--- config.mk ---
export PLATFORM = sky130hd
export DESIGN_NAME = bcpe_ctrl
export DESIGN_NICKNAME = d
export VERILOG_FILES = /design/src/hdl/bcpe_pkg.sv /design/src/hdl/bcpe_ctrl.sv
export SDC_FILE = /design/constraint.sdc
export NUM_CORES = 1
export LEC_CHECK = 0
export BUFFER_PORTS_ARGS = -buffer_cell sky130_fd_sc_hd__buf_2
export CORE_MARGIN = 4
export CORE_UTILIZATION = 43
export DETAILED_ROUTE_END_ITERATION = 8
export GPL_TIMING_DRIVEN = 0
export PLACE_DENSITY = 0.76
export SYNTH_ARGS = -nofsm -noshare
export SYNTH_HDL_FRONTEND = slang
export SYNTH_SLANG_ARGS = --single-unit
export TNS_END_PERCENT = 5
--- constraint.sdc ---
create_clock -name i_clk -period 4.16 [get_ports i_clk]
set_input_delay 0.832 -clock i_clk [delete_from_list [all_inputs] [get_ports i_clk]]
set_output_delay 0.832 -clock i_clk [all_outputs]
set_load 0.01 [all_outputs]
--- src/hdl/bcpe_pkg.sv ---
`timescale 1ns / 1ps
package bcpe_pkg;

    localparam int MAX_CTRL   = 64;
    localparam int MAX_KNOTS  = 128;
    localparam int MAX_DEGREE = 7;
    localparam int FRAC_BITS  = 16;

    localparam int KNOT_W  = FRAC_BITS + 1;
    localparam int COORD_W = 32;
    localparam int KADDR_W = $clog2(MAX_KNOTS);
    localparam int CADDR_W = $clog2(MAX_CTRL);
    localparam int DEG_W   = 3;
    localparam int LAST_W  = 6;
    localparam int SPAN_W  = 6;
    localparam int IDX_W   = 7;
    localparam int REQ_W   = 2;
    localparam int DIFF_W  = KNOT_W + 1;
    localparam int DEN_W   = DIFF_W + 1;
    localparam int PROD_W  = DIFF_W + KNOT_W + 1;
    localparam int CPROD_W = COORD_W + KNOT_W + 1;
    localparam int ACC_W   = 64;
    localparam int CNT_W   = 5;

    localparam logic [KNOT_W-1:0] ONE = {1'b1, {FRAC_BITS{1'b0}}};

    localparam logic [REQ_W-1:0] REQ_KNOT = 2'd0;
    localparam logic [REQ_W-1:0] REQ_CTRL = 2'd1;
    localparam logic [REQ_W-1:0] REQ_EVAL = 2'd2;

    localparam logic CFG_DEGREE = 1'b0;
    localparam logic CFG_LAST   = 1'b1;

    localparam logic [2:0] KA_N1 = 3'd0;
    localparam logic [2:0] KA_I0 = 3'd1;
    localparam logic [2:0] KA_I1 = 3'd2;
    localparam logic [2:0] KA_I2 = 3'd3;
    localparam logic [2:0] KA_L  = 3'd4;
    localparam logic [2:0] KA_R  = 3'd5;

    typedef struct packed {
        logic       accept;
        logic       start;
        logic [2:0] k_sel;
        logic       ld_prev;
        logic       ld_span_n;
        logic       ld_span_p;
        logic       ld_span_i;
        logic       ld_left;
        logic       ld_right;
        logic       clr_saved;
        logic       ld_d;
        logic       mul_right;
        logic       mul_left;
        logic       div_start;
        logic       ld_qr;
        logic       ld_ql;
        logic       zero_q;
        logic       upd_base;
        logic       ld_base_j;
        logic       ld_prod;
        logic       add_acc;
        logic       ld_out;
        logic [6:0] i;
        logic [2:0] j;
        logic [2:0] r;
    } t_cmd;

    typedef struct packed {
        logic u_ge_k;
        logic span_hit;
        logic d_zero;
        logic div_done;
        logic ci_neg;
    } t_sts;

endpackage

--- src/hdl/bcpe_ctrl.sv ---
`timescale 1ns / 1ps
module bcpe_ctrl (
    input  logic                         i_clk,
    input  logic                         i_rst_n,
    input  logic                         i_in_valid,
    output logic                         o_in_ready,
    input  logic [bcpe_pkg::REQ_W-1:0]   i_req_type,
    output logic                         o_out_valid,
    input  logic                         i_out_ready,
    input  logic [bcpe_pkg::DEG_W-1:0]   i_degree,
    input  logic [bcpe_pkg::LAST_W-1:0]  i_last,
    input  bcpe_pkg::t_sts               i_sts,
    output bcpe_pkg::t_cmd               o_cmd
);
    localparam logic [4:0] S_IDLE = 5'd0;
    localparam logic [4:0] S_KN   = 5'd1;
    localparam logic [4:0] S_KNC  = 5'd2;
    localparam logic [4:0] S_SPA  = 5'd3;
    localparam logic [4:0] S_SPB  = 5'd4;
    localparam logic [4:0] S_SPC  = 5'd5;
    localparam logic [4:0] S_L    = 5'd6;
    localparam logic [4:0] S_LW   = 5'd7;
    localparam logic [4:0] S_RW   = 5'd8;
    localparam logic [4:0] S_D    = 5'd9;
    localparam logic [4:0] S_MR   = 5'd10;
    localparam logic [4:0] S_DR0  = 5'd11;
    localparam logic [4:0] S_DVR  = 5'd12;
    localparam logic [4:0] S_DL0  = 5'd13;
    localparam logic [4:0] S_DVL  = 5'd14;
    localparam logic [4:0] S_UPD  = 5'd15;
    localparam logic [4:0] S_CR   = 5'd16;
    localparam logic [4:0] S_CW   = 5'd17;
    localparam logic [4:0] S_CA   = 5'd18;
    localparam logic [4:0] S_FIN  = 5'd19;

    logic [4:0] r_state, n_state;
    logic [6:0] r_i, n_i;
    logic [2:0] r_j, n_j, r_r, n_r;
    logic       r_out_valid, n_out_valid;
    logic [4:0] after_span;

    assign after_span = (i_degree == '0) ? S_CR : S_L;
    assign o_in_ready = r_state == S_IDLE;

    always_comb begin
        o_cmd       = '0;
        o_cmd.i     = r_i;
        o_cmd.j     = r_j;
        o_cmd.r     = r_r;
        n_state     = r_state;
        n_i         = r_i;
        n_j         = r_j;
        n_r         = r_r;
        n_out_valid = i_out_ready ? 1'b0 : r_out_valid;
        unique case (r_state)
            S_IDLE: begin
                o_cmd.accept = i_in_valid;
                if (i_in_valid && i_req_type == bcpe_pkg::REQ_EVAL) begin
                    o_cmd.start = 1'b1;
                    n_state     = S_KN;
                end
            end
            S_KN: begin
                o_cmd.k_sel = bcpe_pkg::KA_N1;
                n_state     = S_KNC;
            end
            S_KNC: begin
                n_j = 3'd1;
                n_r = 3'd0;
                if (i_sts.u_ge_k) begin
                    o_cmd.ld_span_n = 1'b1;
                    n_state         = after_span;
                end else if ({3'b0, i_degree} > i_last) begin
                    o_cmd.ld_span_p = 1'b1;
                    n_state         = after_span;
                end else begin
                    n_i     = {4'b0, i_degree};
                    n_state = S_SPA;
                end
            end
            S_SPA: begin
                o_cmd.k_sel = bcpe_pkg::KA_I0;
                n_state     = S_SPB;
            end
            S_SPB: begin
                o_cmd.ld_prev = 1'b1;
                o_cmd.k_sel   = bcpe_pkg::KA_I1;
                n_state       = S_SPC;
            end
            S_SPC: begin
                o_cmd.k_sel = bcpe_pkg::KA_I2;
                if (i_sts.span_hit) begin
                    o_cmd.ld_span_i = 1'b1;
                    n_state         = after_span;
                end else if (r_i == {1'b0, i_last}) begin
                    o_cmd.ld_span_p = 1'b1;
                    n_state         = after_span;
                end else begin
                    o_cmd.ld_prev = 1'b1;
                    n_i           = r_i + 7'd1;
                end
            end
            S_L: begin
                o_cmd.k_sel = bcpe_pkg::KA_L;
                n_state     = S_LW;
            end
            S_LW: begin
                o_cmd.ld_left = 1'b1;
                o_cmd.k_sel   = bcpe_pkg::KA_R;
                n_state       = S_RW;
            end
            S_RW: begin
                o_cmd.ld_right  = 1'b1;
                o_cmd.clr_saved = 1'b1;
                n_r             = 3'd0;
                n_state         = S_D;
            end
            S_D: begin
                o_cmd.ld_d = 1'b1;
                n_state    = S_MR;
            end
            S_MR: begin
                if (i_sts.d_zero) begin
                    o_cmd.zero_q = 1'b1;
                    n_state      = S_UPD;
                end else begin
                    o_cmd.mul_right = 1'b1;
                    n_state         = S_DR0;
                end
            end
            S_DR0: begin
                o_cmd.div_start = 1'b1;
                n_state         = S_DVR;
            end
            S_DVR: begin
                if (i_sts.div_done) begin
                    o_cmd.ld_qr    = 1'b1;
                    o_cmd.mul_left = 1'b1;
                    n_state        = S_DL0;
                end
            end
            S_DL0: begin
                o_cmd.div_start = 1'b1;
                n_state         = S_DVL;
            end
            S_DVL: begin
                if (i_sts.div_done) begin
                    o_cmd.ld_ql = 1'b1;
                    n_state     = S_UPD;
                end
            end
            S_UPD: begin
                o_cmd.upd_base = 1'b1;
                if (r_r == r_j - 3'd1) begin
                    o_cmd.ld_base_j = 1'b1;
                    if (r_j == i_degree) begin
                        n_r     = 3'd0;
                        n_state = S_CR;
                    end else begin
                        n_j     = r_j + 3'd1;
                        n_state = S_L;
                    end
                end else begin
                    n_r     = r_r + 3'd1;
                    n_state = S_D;
                end
            end
            S_CR: begin
                if (!i_sts.ci_neg) begin
                    n_state = S_CW;
                end else if (r_r == i_degree) begin
                    n_state = S_FIN;
                end else begin
                    n_r = r_r + 3'd1;
                end
            end
            S_CW: begin
                o_cmd.ld_prod = 1'b1;
                n_state       = S_CA;
            end
            S_CA: begin
                o_cmd.add_acc = 1'b1;
                if (r_r == i_degree) begin
                    n_state = S_FIN;
                end else begin
                    n_r     = r_r + 3'd1;
                    n_state = S_CR;
                end
            end
            S_FIN: begin
                if (!r_out_valid || i_out_ready) begin
                    o_cmd.ld_out = 1'b1;
                    n_out_valid  = 1'b1;
                    n_state      = S_IDLE;
                end
            end
            default: n_state = S_IDLE;
        endcase
    end

    always_ff @(posedge i_clk) begin
        if (!i_rst_n) begin
            r_state     <= S_IDLE;
            r_i         <= '0;
            r_j         <= '0;
            r_r         <= '0;
            r_out_valid <= 1'b0;
        end else begin
            r_state     <= n_state;
            r_i         <= n_i;
            r_j         <= n_j;
            r_r         <= n_r;
            r_out_valid <= n_out_valid;
        end
    end

    assign o_out_valid = r_out_valid;
endmodule

After elaboration in Yosys (flattened, before gate mapping) --
Cells that the tools add are included.
Storage, ports and cells: output and inout port bits 39, input bits 20, register bits after elaboration 19
Operators by class: add/sub/neg operators 4, mux-type cells 64, magnitude comparators 1, equal/unequal tests 38, reduce and logical (&&, ||, !) cells 14
Operator list (number):
- 5-bit case mux with 20 select lines | 1
- 5-bit 2-to-1 mux | 13
- 5-bit by 4-bit == test with 1-bit output (second input constant) | 8
- 1-bit 2-to-1 mux | 29
- 7-bit 2-to-1 mux | 4
- 3-bit 2-to-1 mux | 7
- 5-bit by 3-bit == test with 1-bit output (second input constant) | 4
- 5-bit == test (second input constant) | 4
- 2-bit != test (second input constant) | 10
- 3-bit case mux with 5 select lines | 1
- 7-bit case mux with 2 select lines | 1
- 3-bit case mux with 4 select lines | 1
- 5-bit by 2-bit == test with 1-bit output (second input constant) | 2
- 3-bit == test | 3
- 3-bit != test (second input constant) | 3
- 2-bit 2-to-1 mux | 4
- 7-bit by 1-bit adder with 7-bit output (second input constant) | 1
- 7-bit by 6-bit == test with 1-bit output | 1
- 3-bit by 1-bit adder with 3-bit output (second input constant) | 2
- 3-bit by 6-bit greater-than comparator with 1-bit output | 1
- 3-bit case mux with 2 select lines | 1
- 3-bit AND reduction | 2
- 6-bit AND reduction | 1
- 5-bit by 1-bit == test with 1-bit output (second input constant) | 1
- 13 further kinds | 16

Depth between registers and ports, before layout --
depth in word-level cells 5, depth in mapped cells 8

Least setup slack after synthesis --
OpenSTA, ideal clock, no wires.
path type input to output, start input port i_last[2] in the netlist's numbering, end output port o_cmd[29] in the netlist's numbering, path slack 1.184 ns, stages 6, buffers on the path 0, arrival time 2.144 ns, required time 3.328 ns, path through inv_1 -> ha_1 -> and3_1 -> nor4_1 -> nand2_1 -> o31ai_1
RTL lines:
- start, declared | RTL line bcpe_ctrl.sv:11 | input logic [bcpe_pkg::LAST_W-1:0] i_last,
- end, declared | RTL line bcpe_ctrl.sv:13 | output bcpe_pkg::t_cmd o_cmd

==> impl_metrics.yaml <==
run_status:
  status: "finished clean"
placed_design:
  place_ws_ps: 872
  hpwlAfterDp_um: 4220
  dpl-instance-area_um2: 2150
  routabilityCongestion: 0.922
  io_buffers: 57
clock_network:
  htreeDepth: 1
  cts_resized: 0
  cts-hold-fix-buffers: 0
  cts-root-to-sink-buffers: 2
  clk_pin_slew_ps: 70
  post_cts_buffers: 0
  cts_tree: "done"
  clk_latency_ps: 260
  cts_made_buffers: 3
  cts_sinks: 19
  cts_root_buf: "clkbuf_8"
synth:
  synthAdderAreaFrac: 0.0487
  yosys_warnings: 0
  ys_types: 55
  synth-compound-area-share: 0.240
  synth_top_cells_by_area: "dfxtp_1 (21%), ha_1 (4.9%), xor2_1 (4.9%)"
  synth_seq_cells: 19
  synth.avg_cell_area_um2: 7.62
  synthSimpleGateAreaFrac: 0.334
  ys.flop_type: "dfxtp_1"
  muxShareOfSynthArea: 0.00556
  synth_edf_count: 0
  yosysTopAreaCellShare: 0.211
  synth_xor_area_frac: 0.0911
  synth_top_family_by_area: "simple AND/OR/NAND/NOR gates"
  synthCells: 236
  synth_area_leader_cell: "dfxtp_1"
  synthesis.nets: 263
  synthArstFlopShare: 0
  seq_area_frac_synth: 0.211
  synth_area_um2: 1800
critical_path:
  crit_path_cell_trace: "buf_2 -> ha_1 -> and3_1 -> nor4_1 -> nand2_1 -> o31ai_1 -> buf_2"
  critPathMaxFanout: 5
  cpMostUsedCell: "buf_2"
  cp_top_family: "simple AND/OR/NAND/NOR gates"
  end_kind: "primary output"
  cp-start-kind: "primary input"
  crit_slowest_cell: "nor4_1"
  cp.arrival_ps: 2490
  slowest_delay_ps: 470
  reg2reg_depth: 7
  cp_num_buf_inv: 2
  path_class: "primary input to primary output"
  critPathRequiredTime_ps: 3330
  cp.depth: 7
floorplan:
  rows: 23
  die_area_um2: 5280
  initial_core_util: 0.447
  chipHeight_um: 72.7
  design.core.area_um2: 4030
  io_pins: 59
  fp.dieW_um: 72.7
sta:
  fmax_mhz: 301
  relSlewSlack: 0.585
  finalSetupViolCount: 0
  finalMaxSlewViolations: 0
  fin_tns_setup_ps: 0
  fin_crit_sh: 0.798
  min_period_ps: 3320
  worstMarginPinSlew_ps: 618
  fin_ws_ps: 842
  grt_setup_unrepaired: "false"
  hold_violations: 0
  skew_ps: 1.81
detailed_routing:
  route.detailed.drc: 0
  routed_wl_um: 5330
  routed-via-count: 2037
  drt-wirelength-per-cell_um: 15.4
  ant_nets: 0
  viasPerCell: 5.87
  first_iter_violations: 164
  dr.pass1.iters: 5
pwr:
  peakVddDrop_mv: 0.191
  finalPower_uw: 491
  leakage_nw: 1.03
  pwr_density_cell_nw_per_um2: 224
cells_and_area:
  nNetsFinal: 325
  area_growth_pct: 21.8
  post-route-cell-area_um2: 2190
  layout-drive-gt1-share: 0.246
  antenna_cells: 0
worst_hold_path:
  worstHoldPathType: "register to register"
  hold_depth: 2
global_route:
  grt_max_degree: 11
  grt_pass1_wl_um: 8600
  antenna_found_initial: 0
  grt_pass1_vias: 1835
  grt_usage: 0.203
  grt_overflow: 0
run:
  maxCapViolCount: 0
## cells by family after synthesis
| group | count (synthesis) |
|---|---|
| buffers and inverters | 27 |
| muxes | 1 |
| adders and majority gates | 7 |
| AOI/OAI and AO/OA | 57 |
| xor gates and xnor gates | 17 |
| DFF | 19 |
| and+or+nand+nor | 108 |
## path summary, 6_finish.rpt
path	end	slack [ps]	from
min reg2reg	r_j[1]	530	r_j[1]
min	r_j[1]	530	r_j[1]
max reg2reg	r_r[2]	1820	r_j[0]
max	o_cmd[29]	840	i_degree[2]
## layout by cell type (no fill, tap or decap), types with 6 or more instances in the layout
master | synthesis | routed
xor2_1 | 10 | 10
a21oi_1 | 13 | 13
nand3_1 | 12 | 12
inv_1 | 8 | 8
nor3_1 | 11 | 11
dfxtp_1 | 19 | 19
nand2b_1 | 8 | 8
a211o_1 | 6 | 6
ha_1 | 7 | 7
xnor2_1 | 6 | 6
nand3b_1 | 7 | 7
buf_2 | 0 | 57
and3_1 | 10 | 10
clkbuf_1 | 13 | 14
nand2_1 | 17 | 17
nor2_1 | 18 | 18
## synth_stat cells (all sizes together), types with 4 or more instances
master	instances
a21oi	13
nand2b	8
ha	7
o31ai	4
o21ai	5
o22ai	4
dfxtp	19
nand3	12
nor3	11
nand4	4
a211o	7
and3	10
a22o	4
clkbuf	13
nand3b	7
nor2	18
xnor2	6
xor2	10
nand2	17
inv	10
buf	4
## report_power, final
| part | switching (mW) | internal [mW] | total (mW) | leakage (nW) |
|---|---|---|---|---|
| Sequential | 0.00727 | 0.187 | 0.195 | 0.153 |
| Combinational | 0.0952 | 0.0688 | 0.164 | 0.850 |
| Clock | 0.0642 | 0.0682 | 0.132 | 0.0228 |
| Total | 0.167 | 0.324 | 0.491 | 1.03 |
## registers in the layout, summed over array words and instances, names as in the netlist
name,flops
r_state,5
o_out_valid,1
r_j,3
r_i,7
r_r,3
## per-stage QoR
stage | instances | hold WS [ps] | util
6_report | 347 | 532 | 0.544
5_1_grt | 347 | 588 | 0.544
4_1_cts | 347 | 536 | 0.544
3_5_place_dp | 343 | 524 | 0.533
3_3_place_gp | 343 | 519 | 0.533
2_1_floorplan | 236 | 535 | -
## routing by layer
metal  vias to the layer above  global-route usage  routed length, µm
met5                         -                   0                  0
met4                         0              0.0492                 63
met3                         6              0.0248                350
met2                        80               0.345               2560
met1                       955               0.272               2360
li1                        996                   -                  -
## tightest hold or removal path, stage by stage, from the launching register on
cell	delay (ps)
dfxtp_1	350
nand3_1	80
a21oi_1	60
## layout make-up
cell class                 count  area, µm²
sequential                    19        380
clock buffer                   4       45.0
multi-input combinational    190       1290
timing repair buffer          57        285
inverter                      10       37.5
tap                           50       62.6
buffer                        17       86.3
fill                         403       1840
Note: power is estimated with default switching activity, not from simulation.
